$ cat config.mk
export PLATFORM = sky130hd
export DESIGN_NAME = sorted_array_min_priority_queue
export DESIGN_NICKNAME = d
export VERILOG_FILES = /design/src/hdl/sapq_pkg.sv /design/src/hdl/sapq_datapath.sv /design/src/hdl/sapq_ctrl.sv /design/src/hdl/sorted_array_min_priority_queue.sv
export SDC_FILE = /design/constraint.sdc
export NUM_CORES = 1
export LEC_CHECK = 0
export ABC_AREA = 1
export CORE_MARGIN = 1
export CORE_UTILIZATION = 40
export CTS_BUF_LIST = sky130_fd_sc_hd__clkbuf_16
export CTS_CLUSTER_DIAMETER = 100
export DETAILED_ROUTE_END_ITERATION = 8
export DONT_BUFFER_PORTS = 1
export PLACE_DENSITY = 0.6
export SETUP_SLACK_MARGIN = 0.5
export SKIP_LAST_GASP = 1
export SLEW_MARGIN = 40
export SYNTH_ARGS = -nofsm -noshare
export SYNTH_HDL_FRONTEND = slang
export SYNTH_SLANG_ARGS = --single-unit
$ cat constraint.sdc
create_clock -name clk -period 13.3 [get_ports clk]
set_input_delay 2.66 -clock clk [delete_from_list [all_inputs] [get_ports clk]]
set_output_delay 2.66 -clock clk [all_outputs]
set_load 0.1 [all_outputs]
$ cat src/hdl/sapq_pkg.sv
`timescale 1ns / 1ps
// shared types and constants for the sorted-array min priority queue
// no dependencies

package sapq_pkg;

    localparam int DEPTH_DEF = 8;
    localparam int DATA_W    = 32;
    localparam int COUNT_W   = 4;

    // request codes
    localparam logic [1:0] REQ_INSERT = 2'd0;
    localparam logic [1:0] REQ_REMOVE = 2'd1;
    localparam logic [1:0] REQ_DUMP   = 2'd2;

    // result status codes
    localparam logic [1:0] STAT_OK    = 2'd0;
    localparam logic [1:0] STAT_FULL  = 2'd1;
    localparam logic [1:0] STAT_EMPTY = 2'd2;

    typedef struct packed {
        logic [1:0]               req_type;
        logic signed [DATA_W-1:0] value;
    } in_item_t;

    typedef struct packed {
        logic [1:0]               status;
        logic signed [DATA_W-1:0] data;
        logic [COUNT_W-1:0]       count;
        logic                     last;
    } out_item_t;

    typedef enum logic [2:0] {
        OP_HOLD,
        OP_INSERT,
        OP_REMOVE,
        OP_EMPTY,
        OP_ROTATE
    } op_t;

    typedef enum logic {
        S_IDLE,
        S_DUMP
    } state_t;

    // controller to datapath
    typedef struct packed {
        op_t  op;
        logic load;
        logic last;
    } cmd_t;

    // datapath to controller
    typedef struct packed {
        logic full;
        logic empty;
    } sts_t;

endpackage

$ cat src/hdl/sapq_datapath.sv
`timescale 1ns / 1ps
// sorted cell array, fill counter and result register
// depends on sapq_pkg

module sapq_datapath #(
    parameter int DEPTH = sapq_pkg::DEPTH_DEF,
    parameter int FW    = $clog2(DEPTH + 1)
) (
    input  logic                               clk,
    input  logic                               rst_n,
    input  sapq_pkg::cmd_t                     cmd,
    input  logic signed [sapq_pkg::DATA_W-1:0] value,
    output sapq_pkg::sts_t                     sts,
    output logic [FW-1:0]                      fill,
    output sapq_pkg::out_item_t                result
);
    import sapq_pkg::*;

    logic signed [DATA_W-1:0] cell_reg  [DEPTH];
    logic signed [DATA_W-1:0] cell_next [DEPTH];
    logic [DEPTH-1:0]         ge;
    logic [FW-1:0]            fill_reg;
    logic [FW-1:0]            fill_next;
    out_item_t                result_reg;
    out_item_t                result_next;

    assign sts.full  = (fill_reg == FW'(DEPTH));
    assign sts.empty = (fill_reg == '0);
    assign fill      = fill_reg;
    assign result    = result_reg;

    // per-cell compare, shift and rotate
    for (genvar i = 0; i < DEPTH; i++) begin : g_cell
        // slot i holds a value greater than the new one, or is unused
        assign ge[i] = (FW'(i) >= fill_reg) || (cell_reg[i] > value);

        if (i == 0) begin : g_head
            always_comb
            begin
                cell_next[i] = cell_reg[i];
                case (cmd.op)
                    OP_INSERT: if (!sts.full && ge[i]) cell_next[i] = value;
                    OP_REMOVE: cell_next[i] = cell_reg[i + 1];
                    OP_ROTATE: cell_next[i] = cell_reg[i + 1];
                    default:   cell_next[i] = cell_reg[i];
                endcase
            end
        end else if (i == DEPTH - 1) begin : g_tail
            always_comb
            begin
                cell_next[i] = cell_reg[i];
                case (cmd.op)
                    OP_INSERT:
                        if (!sts.full && ge[i])
                            cell_next[i] = ge[i - 1] ? cell_reg[i - 1] : value;
                    OP_ROTATE: cell_next[i] = cell_reg[0];
                    default:   cell_next[i] = cell_reg[i];
                endcase
            end
        end else begin : g_mid
            always_comb
            begin
                cell_next[i] = cell_reg[i];
                case (cmd.op)
                    OP_INSERT:
                        if (!sts.full && ge[i])
                            cell_next[i] = ge[i - 1] ? cell_reg[i - 1] : value;
                    OP_REMOVE: cell_next[i] = cell_reg[i + 1];
                    OP_ROTATE: cell_next[i] = cell_reg[i + 1];
                    default:   cell_next[i] = cell_reg[i];
                endcase
            end
        end

        always_ff @(posedge clk)
        begin
            cell_reg[i] <= cell_next[i];
        end
    end

    // fill counter
    always_comb
    begin
        fill_next = fill_reg;
        case (cmd.op)
            OP_INSERT: if (!sts.full)  fill_next = fill_reg + FW'(1);
            OP_REMOVE: if (!sts.empty) fill_next = fill_reg - FW'(1);
            default:   fill_next = fill_reg;
        endcase
    end

    always_ff @(posedge clk or negedge rst_n)
    begin
        if (!rst_n)
            fill_reg <= '0;
        else
            fill_reg <= fill_next;
    end

    // result item select
    always_comb
    begin
        result_next.status = STAT_EMPTY;
        result_next.data   = '0;
        result_next.count  = '0;
        result_next.last   = 1'b1;
        case (cmd.op)
            OP_INSERT:
            begin
                result_next.status = sts.full ? STAT_FULL : STAT_OK;
                result_next.data   = value;
                result_next.count  = sts.full ? COUNT_W'(fill_reg)
                                              : COUNT_W'(fill_reg + FW'(1));
            end
            OP_REMOVE:
            begin
                if (!sts.empty)
                begin
                    result_next.status = STAT_OK;
                    result_next.data   = cell_reg[0];
                    result_next.count  = COUNT_W'(fill_reg - FW'(1));
                end
            end
            OP_ROTATE:
            begin
                result_next.status = STAT_OK;
                result_next.data   = cell_reg[0];
                result_next.count  = COUNT_W'(fill_reg);
                result_next.last   = cmd.last;
            end
            default:
            begin
                result_next.status = STAT_EMPTY;
            end
        endcase
    end

    always_ff @(posedge clk)
    begin
        if (cmd.load)
            result_reg <= result_next;
    end

    // checks
    a_fill_bound: assert property (@(posedge clk) disable iff (!rst_n)
        fill_reg <= FW'(DEPTH))
        else $error("fill count above depth");

    a_insert_grows: assert property (@(posedge clk) disable iff (!rst_n)
        (cmd.op == OP_INSERT && !sts.full) |=> fill_reg == $past(fill_reg) + FW'(1))
        else $error("insert did not grow fill count");

    a_rotate_keeps: assert property (@(posedge clk) disable iff (!rst_n)
        (cmd.op == OP_ROTATE) |=> $stable(fill_reg))
        else $error("dump changed fill count");

endmodule

$ cat src/hdl/sapq_ctrl.sv
`timescale 1ns / 1ps
// request decode, dump sequencer and output valid control
// depends on sapq_pkg

module sapq_ctrl #(
    parameter int DEPTH = sapq_pkg::DEPTH_DEF,
    parameter int FW    = $clog2(DEPTH + 1)
) (
    input  logic           clk,
    input  logic           rst_n,
    input  logic           in_valid,
    output logic           in_ready,
    input  logic [1:0]     req_type,
    output logic           out_valid,
    input  logic           out_ready,
    input  sapq_pkg::sts_t sts,
    input  logic [FW-1:0]  fill,
    output sapq_pkg::cmd_t cmd
);
    import sapq_pkg::*;

    localparam int KW = $clog2(DEPTH);

    state_t        state_reg;
    state_t        state_next;
    logic [KW-1:0] k_reg;
    logic [KW-1:0] k_next;
    logic          out_valid_reg;
    logic          out_valid_next;
    logic          out_free;
    logic          accept;
    logic          k_end;

    assign out_free  = !out_valid_reg || out_ready;
    assign in_ready  = (state_reg == S_IDLE) && out_free;
    assign accept    = in_valid && in_ready;
    assign out_valid = out_valid_reg;
    assign k_end     = (k_reg == KW'(DEPTH - 1));

    // next state
    always_comb
    begin
        state_next = state_reg;
        k_next     = k_reg;
        unique case (state_reg)
            S_IDLE:
            begin
                k_next = '0;
                if (accept && req_type == REQ_DUMP && !sts.empty)
                    state_next = S_DUMP;
            end
            S_DUMP:
            begin
                if (out_free)
                begin
                    k_next = k_reg + KW'(1);
                    if (k_end)
                    begin
                        k_next     = '0;
                        state_next = S_IDLE;
                    end
                end
            end
            default:
            begin
                state_next = S_IDLE;
            end
        endcase
    end

    // command outputs
    always_comb
    begin
        cmd.op   = OP_HOLD;
        cmd.load = 1'b0;
        cmd.last = 1'b1;
        unique case (state_reg)
            S_IDLE:
            begin
                if (accept)
                begin
                    unique case (req_type)
                        REQ_INSERT:
                        begin
                            cmd.op   = OP_INSERT;
                            cmd.load = 1'b1;
                        end
                        REQ_REMOVE:
                        begin
                            cmd.op   = OP_REMOVE;
                            cmd.load = 1'b1;
                        end
                        REQ_DUMP:
                        begin
                            if (sts.empty)
                            begin
                                cmd.op   = OP_EMPTY;
                                cmd.load = 1'b1;
                            end
                        end
                        default:
                        begin
                            cmd.op = OP_HOLD;
                        end
                    endcase
                end
            end
            S_DUMP:
            begin
                if (out_free)
                begin
                    // full turn of the ring; emit only the stored slots
                    cmd.op   = OP_ROTATE;
                    cmd.load = (FW'(k_reg) < fill);
                    cmd.last = (FW'(k_reg) + FW'(1) == fill);
                end
            end
            default:
            begin
                cmd.op = OP_HOLD;
            end
        endcase
    end

    // output valid
    always_comb
    begin
        if (cmd.load)
            out_valid_next = 1'b1;
        else if (out_ready)
            out_valid_next = 1'b0;
        else
            out_valid_next = out_valid_reg;
    end

    always_ff @(posedge clk or negedge rst_n)
    begin
        if (!rst_n)
        begin
            state_reg     <= S_IDLE;
            k_reg         <= '0;
            out_valid_reg <= 1'b0;
        end
        else
        begin
            state_reg     <= state_next;
            k_reg         <= k_next;
            out_valid_reg <= out_valid_next;
        end
    end

    // checks
    a_no_accept_in_dump: assert property (@(posedge clk) disable iff (!rst_n)
        (state_reg == S_DUMP) |-> !in_ready)
        else $error("input taken during dump");

    a_load_shows: assert property (@(posedge clk) disable iff (!rst_n)
        cmd.load |=> out_valid_reg)
        else $error("loaded result not presented");

    a_load_free: assert property (@(posedge clk) disable iff (!rst_n)
        cmd.load |-> out_free)
        else $error("result register overwritten");

endmodule

$ cat src/hdl/sorted_array_min_priority_queue.sv
`timescale 1ns / 1ps
// top level of the sorted-array min priority queue
// depends on sapq_pkg, sapq_ctrl, sapq_datapath
//
//  channel  signals                      payload
//  -------  ---------------------------  ---------------------------------
//  in       in_valid / in_ready          in_item  (req_type, value)
//  out      out_valid / out_ready        out_item (status, data, count, last)
//
// on insert and remove, cells compare and shift in parallel and the result
// register loads at the accepting edge.
// a dump is started by the accepting cycle, then the cell ring rotates one
// slot per cycle while the result register is free, for a full turn, and
// emits one item per stored value.
// a new item is accepted when no dump runs and the result register is free
// or being taken; out_ready low stalls dump rotation.
// rst_n clears the fill count and control; cell contents are not reset.

module sorted_array_min_priority_queue #(
    parameter int DEPTH = sapq_pkg::DEPTH_DEF
) (
    input  logic                clk,
    input  logic                rst_n,
    input  logic                in_valid,
    output logic                in_ready,
    input  sapq_pkg::in_item_t  in_item,
    output logic                out_valid,
    input  logic                out_ready,
    output sapq_pkg::out_item_t out_item
);
    import sapq_pkg::*;

    localparam int FW = $clog2(DEPTH + 1);

    cmd_t          cmd;
    sts_t          sts;
    logic [FW-1:0] fill;

    sapq_ctrl #(
        .DEPTH (DEPTH),
        .FW    (FW)
    ) u_ctrl (
        .clk       (clk),
        .rst_n     (rst_n),
        .in_valid  (in_valid),
        .in_ready  (in_ready),
        .req_type  (in_item.req_type),
        .out_valid (out_valid),
        .out_ready (out_ready),
        .sts       (sts),
        .fill      (fill),
        .cmd       (cmd)
    );

    sapq_datapath #(
        .DEPTH (DEPTH),
        .FW    (FW)
    ) u_datapath (
        .clk    (clk),
        .rst_n  (rst_n),
        .cmd    (cmd),
        .value  (in_item.value),
        .sts    (sts),
        .fill   (fill),
        .result (out_item)
    );

endmodule

==> metrics.md <==
| Metric | Value |
|---|---|
| Final Hold Fails | 0 |
| Slowest CP cell | ha_1 |
| CP arrival | around 6500 ps |
| R2r setup slk | 8570 ps |
| CORE AREA | ~56000 um^2 |
| CTS Buf Count | 38 |
| Minimum clock period | between 6000 and 7000 ps |
| Syn Area/Cell | 7.82 um^2 |
| Register area share after synthesis | 39.8% |
| Hold-fix buffers, CTS | 0 |
| Setup bufs post-CTS | 0 |
| Initial antenna violation count | 0 |
| # diodes | 0 |
| Relative slew slack | about two fifths |
| Critical path endpoint category | register |
| Clock latency on the worst-skew pair | approximately 580 ps |
| Hold path depth | 1 |
| Die area | 58000 um^2 |
| Worst Path Max Fanout | 33 |
| Reg2reg start | u_ctrl.out_valid |
| H-tree levels | 2 |
| Fin. max-slew vios | 0 |
| Total grt overflow | 0 |
| Post-cts sizing count | 0 |
| CTS Root Cell | clkbuf_16 |
| Crit-path max cell delay | between 500 and 600 ps |
| Max-Cap Viols | 0 |
| PortBufs | 0 |
| Max Root-Sink Buffers | 3 |
| Total Neg Setup Slack | 0 ps |
| Gpl congestion | a little over 0.9 |
| Starting Density | between 40% and 50% |
| Most common cell after layout, fill and taps aside | nand2_1 |
| DR vias | ~21k |
| Routed wire length per instance | 22.7 um |
| Ys flop type | edfxtp_1 |
| Top Family by Delay on Critical Path | simple AND/OR/NAND/NOR gates |
| Synthesized cell area | ~23000 um^2 |
| Synth Instances | around 2.9k |
| Most frequent cells in the layout | nand2_1, nand3_1, inv_1 |
| Req. time, crit path | around 14000 ps |
| Setup Skew | roughly 32 ps |
| Io pins | 79 |
| First-pass GRT wire length | ~130000 um |
| Most used cell, CP | nand2_1 |
| Antenna viol nets, final | 0 |
| Final period util | roughly 48% |
| Initial DRC count | 2128 |
| CP Depth | 15 |
| Worst path cell trace | clkinv_1 -> ha_1 -> nand2_1 -> nor2_1 -> nand2_1 -> nand2_1 -> nand2_1 -> nand2_1 -> nand2_1 -> nand3_1 -> nand3_2 -> nand2_4 -> nand2_1 -> nand2_1 -> buf_4 |
| Min-delay src | u_ctrl.k_reg[0] |
| Synth top area share | between 30% and 40% |
| TritonCTS clock tree | built |
| Largest net degree at the start of global routing | approximately 170 |
| Number of synthesized flops with an enable pin | between 200 and 300 |
| Crit Path Class | input port to register |
| Die Height | 241 um |
| Final #Nets | 3199 |
| Vias in the first global route | slightly above 20k |
| Reg2Reg Depth | 12 |
| Worst min-delay path category | register to register |
| Final WL | approximately 84000 um |
| Crit path buffers/inverters | 2 |
| Crit path capture | u_datapath.cell_reg[3][1] |
| Gr usage total | 28.9% |
| Max reg flops | roughly 260 |
| Top cells by area, synth | edfxtp_1, nand2_1, ha_1 |
| Cell row count | 87 |
| Area delta synth->final | 10.7% |
| Highest clock rate | approximately 160 MHz |
| Die W | approximately 240 um |
| Area leader, netlist | edfxtp_1 |
| Worst Setup SP | in_item[5] |
| Clk slew on worst S/H paths | 60 ps |
| DR DRC count | 0 |
| Final instance area | between 20000 and 30000 um^2 |
| Yosys warns | 0 |
| Layout cells sized above 1 | between 5 and 6% |
| Crit start category | input port |
| #FFs+latches synth | between 300 and 400 |
| Setup violators final | 0 |
| Reg2reg end | u_datapath.cell_reg[1][8] |
| Worst-Margin Slew | 902 ps |
| Placed Area | about 24000 um^2 |
| Routed vias/inst | 5.74 |
| Post-Syn Nets | about 3.2k |
| First-pass iteration count of the detailed router | 8 |
| Post-DP HPWL | approximately 56000 um |
| CTS Sinks | 304 |
| Asr flop ratio synth | ~3.0% |
| Distinct cells, synth | between 40 and 50 |
| Outcome | complete, no violations |
| RSZ-0062 raised after global routing | false |
area by class of cell:
class	instances	area, um^2
fill	5664	31100
multi-input combinational	2138	11800
sequential	304	9080
inverter	350	1320
clock buffer	39	976
tap	756	946
timing repair buffer	64	891
clock inverter	30	263
Yosys cell counts, types with 20 or more instances:
library cell,n
nand4_1,20
nor2_1,74
a21oi_1,118
buf_2,75
clkbuf_1,30
edfxtp_1,295
ha_1,265
inv_1,312
nand3_1,476
o221ai_1,34
nand2_1,1006
clkinv_1,33
o21ai_0,66
worst reg2reg max path: cells and delay by family (launching register included):
kind	cells	cell delay, ps
and+or+nand+nor	6	1630
buffers and inverters	6	2090
DFF	1	680
metrics by stage:
stage	setup slack, ps	hold WS (ps)	std cells	util [%]
6_report	6980	562	3681	44.8
5_1_grt	6820	589	3681	44.8
4_1_cts	7180	564	3677	44.7
3_5_place_dp	6580	543	3608	42.5
3_3_place_gp	6320	538	3592	41.6
2_1_floorplan	6680	503	2920	-
kinds of logic after synthesis:
kind of cell	share of synthesized area (%)
adders and majority gates	14.5
DFF	39.8
and+or+nand+nor	30.0
AOI/OAI and AO/OA	6.63
xor gates and xnor gates	0.230
buffers and inverters	8.81
layer usage:
layer  global-route usage (%)  share of wire [%]  routed length (um)
met1                     37.2                 40               33700
met2                     46.4                 45               38000
met3                     3.98                8.2                6850
met4                     17.0                6.1                5090
met5                        0                  0                   0
how the worst min path moves through the flow:
stage,end
after global placement,u_datapath.cell_reg[3][0]
final,u_ctrl.k_reg[0]
after global routing,u_datapath.cell_reg[3][21]
after CTS,u_ctrl.k_reg[0]
after detailed placement,u_datapath.cell_reg[2][32]
after floorplan,u_ctrl.k_reg[0]
Power is left out: the tool's default activity adds up to more than one toggle a clock period on the data nets, which glitch-free logic cannot reach.
